===== config.mk =====
export PLATFORM = sky130hd
export DESIGN_NAME = button_click_classifier_unit
export DESIGN_NICKNAME = d
export VERILOG_FILES = /design/src/rtl/core/bcc_pkg.sv /design/src/rtl/core/button_click_classifier_unit.sv
export SDC_FILE = /design/constraint.sdc
export NUM_CORES = 1
export LEC_CHECK = 0
export BUFFER_PORTS_ARGS = -buffer_cell sky130_fd_sc_hd__buf_2
export CAP_MARGIN = 20
export CORE_ASPECT_RATIO = 0.5
export CORE_MARGIN = 10
export CORE_UTILIZATION = 45
export DETAILED_ROUTE_END_ITERATION = 6
export PLACE_DENSITY = 0.71
export RECOVER_POWER = 50
export SKIP_CTS_REPAIR_TIMING = 1
export SLEW_MARGIN = 10
export SYNTH_ARGS = -nofsm -noshare
export SYNTH_HDL_FRONTEND = slang
export SYNTH_SLANG_ARGS = --single-unit

===== constraint.sdc =====
create_clock -name i_clk -period 12.9 [get_ports i_clk]
set_clock_uncertainty 0.05 [all_clocks]
set_input_delay 1.29 -clock i_clk [delete_from_list [all_inputs] [get_ports i_clk]]
set_output_delay 1.29 -clock i_clk [all_outputs]
set_load 0.05 [all_outputs]

===== src/rtl/core/bcc_pkg.sv =====
package bcc_pkg;

    localparam int HOLD_WIDTH_DEF = 16;
    localparam int HOLD_TICKS_W   = 16;
    localparam int WINDOW_W       = 8;
    localparam int STROKE_W       = 2;

    // hold count thresholds
    localparam int PRESS_MIN = 15;
    localparam int TAP_MIN   = 3;

    localparam int DATA_W = 32;
    localparam int ADDR_W = 4;
    localparam int IN_W   = 8;
    localparam int OUT_W  = 8;

    typedef enum logic [1:0] {
        REG_ACTIVE_LEVEL = 2'd0,
        REG_HOLD_TICKS   = 2'd1,
        REG_DOUBLE_WIN   = 2'd2,
        REG_SATURATE     = 2'd3
    } t_reg_idx;

    localparam logic                    RST_ACTIVE_LEVEL = 1'b0;
    localparam logic [HOLD_TICKS_W-1:0] RST_HOLD_TICKS   = 16'd200;
    localparam logic [WINDOW_W-1:0]     RST_DOUBLE_WIN   = 8'd25;
    localparam logic                    RST_SATURATE     = 1'b1;

endpackage


===== src/rtl/core/button_click_classifier_unit.sv =====
// channel  | dir | fields (tdata, lowest bit first)
// s_*      | in  | pin_level, clear_short, clear_long, clear_double, 4'b0
// m_*      | out | short_click, long_press, double_click, pressing, 4'b0
// apb      | in  | 0 active_level, 1 hold_ticks, 2 double_window, 3 saturate_at_hold
//
// one word per cycle while s_tready is high: the click state advances when a word
// is accepted and the result lands in the output register on the same edge.
// s_tready stays high while the output register is empty or being drained,
// so a stalled consumer only holds off the input once a result is waiting.
// i_rst_n is synchronous: state and result valid clear, registers take defaults.
module button_click_classifier_unit #(
    parameter int HOLD_WIDTH = bcc_pkg::HOLD_WIDTH_DEF
) (
    input  logic                        i_clk,
    input  logic                        i_rst_n,
    input  logic                        s_tvalid,
    output logic                        s_tready,
    // pin_level, clear_short, clear_long, clear_double, zero pad
    input  logic [bcc_pkg::IN_W-1:0]    s_tdata,
    output logic                        m_tvalid,
    input  logic                        m_tready,
    // short_click, long_press, double_click, pressing, zero pad
    output logic [bcc_pkg::OUT_W-1:0]   m_tdata,
    input  logic                        psel,
    input  logic                        penable,
    input  logic                        pwrite,
    input  logic [bcc_pkg::ADDR_W-1:0]  paddr,
    input  logic [bcc_pkg::DATA_W-1:0]  pwdata,
    output logic [bcc_pkg::DATA_W-1:0]  prdata,
    output logic                        pready
);
    import bcc_pkg::*;

    localparam int CW = (HOLD_WIDTH > HOLD_TICKS_W) ? HOLD_WIDTH : HOLD_TICKS_W;

    // configuration
    logic                    r_active_level;
    logic [HOLD_TICKS_W-1:0] r_hold_ticks;
    logic [WINDOW_W-1:0]     r_double_win;
    logic                    r_saturate;

    // click state
    logic                  r_level_now, n_level_now;
    logic [HOLD_WIDTH-1:0] r_hold, n_hold;
    logic [STROKE_W-1:0]   r_stroke, n_stroke;
    logic                  r_lock, n_lock;
    logic [WINDOW_W-1:0]   r_gap, n_gap;
    logic                  r_short, n_short;
    logic                  r_long, n_long;
    logic                  r_double, n_double;
    logic                  r_press, n_press;

    logic r_out_valid;
    logic [3:0] r_out_data;

    logic            accept, cfg_wr, pressed;
    t_reg_idx        reg_idx;
    logic [CW-1:0]   hold_ext, ticks_ext;
    logic [WINDOW_W-1:0] gap_inc;

    assign pready   = 1'b1;
    assign cfg_wr   = psel & penable & pwrite;
    assign reg_idx  = t_reg_idx'(paddr[3:2]);
    assign s_tready = ~r_out_valid | m_tready;
    assign accept   = s_tvalid & s_tready;
    assign m_tvalid = r_out_valid;
    assign m_tdata  = {{(OUT_W-4){1'b0}}, r_out_data};

    always_comb begin
        case (reg_idx)
            REG_ACTIVE_LEVEL: prdata = {{(DATA_W-1){1'b0}}, r_active_level};
            REG_HOLD_TICKS:   prdata = {{(DATA_W-HOLD_TICKS_W){1'b0}}, r_hold_ticks};
            REG_DOUBLE_WIN:   prdata = {{(DATA_W-WINDOW_W){1'b0}}, r_double_win};
            REG_SATURATE:     prdata = {{(DATA_W-1){1'b0}}, r_saturate};
            default:          prdata = '0;
        endcase
    end

    always_ff @(posedge i_clk) begin
        if (!i_rst_n) begin
            r_active_level <= RST_ACTIVE_LEVEL;
            r_hold_ticks   <= RST_HOLD_TICKS;
            r_double_win   <= RST_DOUBLE_WIN;
            r_saturate     <= RST_SATURATE;
        end else if (cfg_wr) begin
            case (reg_idx)
                REG_ACTIVE_LEVEL: r_active_level <= pwdata[0];
                REG_HOLD_TICKS:   r_hold_ticks   <= pwdata[HOLD_TICKS_W-1:0];
                REG_DOUBLE_WIN:   r_double_win   <= pwdata[WINDOW_W-1:0];
                REG_SATURATE:     r_saturate     <= pwdata[0];
                default: ;
            endcase
        end
    end

    always_comb begin
        pressed   = (s_tdata[0] == r_active_level);
        ticks_ext = CW'(r_hold_ticks);

        n_short  = r_short  & ~s_tdata[1];
        n_long   = r_long   & ~s_tdata[2];
        n_double = r_double & ~s_tdata[3];
        n_level_now = pressed;
        n_hold   = r_hold;
        n_stroke = r_stroke;
        n_lock   = r_lock;
        n_gap    = r_gap;
        n_press  = r_press;

        // hold counter stops at all ones, and past hold_ticks when saturating
        if (pressed && (r_hold != '1)
                && (!r_saturate || (CW'(r_hold) <= ticks_ext))) begin
            n_hold = r_hold + 1'b1;
        end
        hold_ext = CW'(n_hold);

        if (pressed && r_level_now) begin
            if (!r_lock && r_stroke == '0) begin
                if (hold_ext > CW'(PRESS_MIN) && hold_ext < ticks_ext) begin
                    n_press = 1'b1;
                end else if (hold_ext == ticks_ext) begin
                    n_long  = 1'b1;
                    n_press = 1'b0;
                end
            end
        end else if (!pressed && r_level_now && hold_ext < ticks_ext) begin
            // release before long press; very quick taps are ignored
            if (hold_ext > CW'(TAP_MIN)) begin
                if (!r_lock) begin
                    if (hold_ext <= CW'(PRESS_MIN)) begin
                        n_short  = 1'b0;
                        n_stroke = r_stroke + 1'b1;
                    end else begin
                        n_short  = 1'b1;
                        n_stroke = '0;
                    end
                end
                n_press = 1'b0;
            end
        end else begin
            n_hold  = '0;
            n_press = 1'b0;
            n_lock  = 1'b0;
        end

        // double click window
        gap_inc = r_gap + 1'b1;
        if (n_stroke != '0) begin
            n_gap = gap_inc;
            if (gap_inc < r_double_win) begin
                if (pressed) begin
                    n_gap = '0;
                    if (n_stroke == STROKE_W'(1)) begin
                        n_stroke = '0;
                        n_lock   = 1'b1;
                        n_double = 1'b1;
                    end
                end
            end else begin
                n_gap    = '0;
                n_stroke = '0;
                if (!n_long) begin
                    n_short = 1'b1;
                end
            end
        end
    end

    always_ff @(posedge i_clk) begin
        if (!i_rst_n) begin
            r_level_now <= 1'b0;
            r_hold      <= '0;
            r_stroke    <= '0;
            r_lock      <= 1'b0;
            r_gap       <= '0;
            r_short     <= 1'b0;
            r_long      <= 1'b0;
            r_double    <= 1'b0;
            r_press     <= 1'b0;
            r_out_valid <= 1'b0;
        end else begin
            if (accept) begin
                r_level_now <= n_level_now;
                r_hold      <= n_hold;
                r_stroke    <= n_stroke;
                r_lock      <= n_lock;
                r_gap       <= n_gap;
                r_short     <= n_short;
                r_long      <= n_long;
                r_double    <= n_double;
                r_press     <= n_press;
                r_out_valid <= 1'b1;
            end else if (m_tready) begin
                r_out_valid <= 1'b0;
            end
        end
    end

    always_ff @(posedge i_clk) begin
        if (accept) begin
            r_out_data <= {n_press, n_double, n_long, n_short};
        end
    end

    // a double click clears the stroke count, and strokes only count unlocked
    a_lock_no_stroke: assert property (@(posedge i_clk) disable iff (!i_rst_n)
        r_lock |-> (r_stroke == '0))
        else $error("double lock set with strokes pending");

    // gap counter only runs inside the window
    a_gap_idle: assert property (@(posedge i_clk) disable iff (!i_rst_n)
        (r_stroke == '0) |-> (r_gap == '0))
        else $error("gap counter running outside window");

    // every accepted word leaves a result in the output register
    a_result_follows: assert property (@(posedge i_clk) disable iff (!i_rst_n)
        accept |=> (m_tvalid && m_tdata[3:0] == {r_press, r_double, r_long, r_short}))
        else $error("result register out of step with click state");

endmodule

==> metrics.yaml <==
synth_area_um2: 4740
n_antenna_cell: 0
wirelength_um: 12700
hold_path.class: "reg2reg"
numCtsBuffers: 9
cts_sinks: 63
initial_core_util_pct: 46.2
rsz0062_at_grt: "no"
ys_top_cells_by_count: "nand2_1 (105), dfxtp_1 (59), a21oi_1 (50), ha_1 (38), nor2_1 (36)"
end_kind: "flip-flop"
ys_types: 67
fin_tns_setup_ps: 0
slew_headroom_pct: -28.1
insertion_delay_ps: 340
grt_pass1_vias: 4281
hpwl_um: 9540
hp-start: "r_level_now"
status: "finished with violations"
dieHeight_um: 92.5
synthFlopType: "dfxtp_1"
clk_path_buf_depth: 2
cp_slowest_cell: "a211oi_2"
critPathTopFamily: "compound AO/OA/AOI/OAI gates"
violations: "capacitance limit, slew limit"
tightest_slew_ps: 1920
maxSlewViolCount: 39
syn_inst: 619
grt.overflow.total: 0
crit_chain: "buf_2 -> xnor2_2 -> o211ai_1 -> or3_1 -> o31a_1 -> nor3_1 -> xor2_1 -> ha_1 -> a21oi_1 -> o221a_2 -> a22oi_1 -> a211o_1 -> a31o_2 -> a211oi_2 -> a22oi_1 -> nor2_1"
synth-seq-area-share_pct: 27.5
max_freq_mhz: 171
dr_total_vias: 4476
cp-start-kind: "input port"
hold_violations: 0
period_share_pct: 45.3
p_leak_nw: 2.13
numPortBuffers: 50
cts_tree: "built"
areaGrowthSynthToFinish_pct: 10.9
critPathMaxFanout: 14
cts_root_buf: "clkbuf_16"
die_width_um: 165
ir_drop_mv: 0.0583
setup_violations: 0
r2r_end: "r_hold[3]"
hold_path_depth: 2
timing.rr.start: "r_hold_ticks[13]"
routabilityCongestion: 0.910
viasPerCell: 5.63
r2r_cells: 17
crit_buf_inv: 1
core_area_um2: 10200
cpPeakStageDelay_ps: 720
io_pins: 94
r2r_slack_ps: 7180
synth_area_leaders: "dfxtp_1 (25%), ha_1 (10%), nand2_1 (8.3%)"
async_reset_ff_share_pct: 0
critical_path_class: "in2reg"
hold_ws_ps: 413
synth_top_area_share_pct: 24.9
worst_hold_path.endpoint: "r_level_now"
yosysTopAreaCell: "dfxtp_1"
row_count: 26
antenna_found_initial: 0
drv_cap: 1
cts.clk_slew.worst_paths_ps: 60
num-nets-final: 739
critPathRequiredTime_ps: 13110
ys_warn_count: 0
fin_util_pct: 51.3
drt_iter0_drc: 277
arrival_ps: 6050
synth-seq-cells: 63
die_area_um2: 15300
grt_max_degree: 39
drive_gt1_share_pct: 10.5
synth.most_common_cell: "nand2_1"
crit_top_cell: "a22oi_1"
min_period_ps: 5840
ant_nets: 0
drc: 0
wl_per_cell_um: 16.0
power.density_nw_per_um2: 99.8
dr.pass1.iters: 4
syn_avg_cell_area_um2: 7.65
grt_use_total_pct: 16.5
grt_first_pass_wirelength_um: 20600
h-tree-depth: 3
synth_enable_flop_cells: 4
cells in the final DEF, fill, tap and decap left out, types with 4 or more instances in the layout:
| master | netlist | routed |
|---|---|---|
| nor3_1 | 14 | 14 |
| ha_1 | 38 | 38 |
| nor2_1 | 36 | 36 |
| nand3_1 | 23 | 23 |
| o21ai_1 | 6 | 5 |
| a22oi_1 | 9 | 9 |
| a22o_1 | 8 | 8 |
| nor4b_1 | 4 | 4 |
| xnor2_1 | 14 | 14 |
| a31oi_1 | 12 | 12 |
| or3_1 | 11 | 11 |
| and3_1 | 4 | 4 |
| o211ai_1 | 9 | 9 |
| edfxtp_1 | 4 | 4 |
| xor2_1 | 10 | 10 |
| clkbuf_1 | 28 | 14 |
| clkbuf_16 | 0 | 9 |
| a21oi_1 | 50 | 50 |
| inv_1 | 35 | 35 |
| o21ai_0 | 10 | 11 |
| nand4_1 | 11 | 11 |
| nand2_1 | 105 | 105 |
| and2_1 | 12 | 10 |
| nor2b_1 | 5 | 5 |
| o31ai_1 | 5 | 5 |
| mux2i_1 | 11 | 11 |
| conb_1 | 2 | 21 |
| buf_2 | 3 | 38 |
| dfxtp_1 | 59 | 59 |
routing by layer:
layer  part of all wire, %  vias to the layer above  track usage [%]
met5                     0                        -                0
met4                   1.8                        0             6.23
met3                   7.0                       18             4.46
met2                    45                      152             26.7
met1                    46                     2075             20.5
li1                      -                     2231                -
worst min-delay path, delay by kind of cell, from the launching register on:
kind | cells | cell delay, ps
compound gates | 1 | 50
flops | 1 | 310
simple gates | 1 | 50
power breakdown:
| group | leakage (nW) | internal, W | switching, W |
|---|---|---|---|
| Combinational | 1.46 | 0.0000197 | 0.0000544 |
| Clock | 0.145 | 0.000150 | 0.0000935 |
| Sequential | 0.518 | 0.000201 | 0.00000596 |
kinds of logic after synthesis:
family          after synthesis  share of synthesized area (%)
xor+xnor                     26                           5.13
fa+ha+maj                    38                           10.0
mux                          13                           3.28
compound gates              146                           20.6
flops                        63                           27.5
simple gates                243                           24.6
other cells                   2                          0.159
buf+inv                      88                           8.72
area by class of cell:
type | count | area [µm²]
fill | 1034 | 4990
multi-input combinational | 487 | 3090
sequential | 63 | 1300
timing repair buffer | 53 | 250
clock buffer | 9 | 225
tap | 140 | 175
inverter | 36 | 135
clock inverter | 7 | 73.8
flip-flops by register name, indices dropped and copies added, names as in the netlist:
name            cells
r_long              1
r_press             1
r_saturate          1
r_stroke            2
m_tvalid            1
r_hold             16
r_lock              1
r_short             1
r_hold_ticks       16
r_gap               8
r_out_data          4
r_double_win        8
r_active_level      1
r_level_now         1
r_double            1
through the flow:
| step | worst slack, ps | total power, W | cells | instance area, µm² |
|---|---|---|---|---|
| final | 7060 | 0.000524 | 795 | 5250 |
| after global routing | 6780 | 0.000544 | 795 | 5250 |
| after CTS | 7150 | 0.000527 | 794 | 5270 |
| after detailed placement | 6800 | 0.000285 | 778 | 4970 |
| after global placement | 6870 | 0.000284 | 778 | 4970 |
| after floorplan | 7350 | 0.000272 | 638 | 4810 |
how the worst max path moves through the flow:
| stage | slack, ps | cells after the start | endpoint | startpoint |
|---|---|---|---|---|
| global route | 6780 | 16 | r_gap[1] | s_tdata[0] |
| finish | 7060 | 16 | r_hold[3] | s_tdata[0] |
| detailed placement | 6800 | 16 | r_gap[1] | s_tdata[0] |
| floorplan | 7350 | 19 | r_gap[0] | s_tdata[0] |
| CTS | 7150 | 16 | r_gap[1] | s_tdata[0] |
| global placement | 6870 | 16 | r_hold[3] | s_tdata[0] |
(Power assumes the default switching activity.)
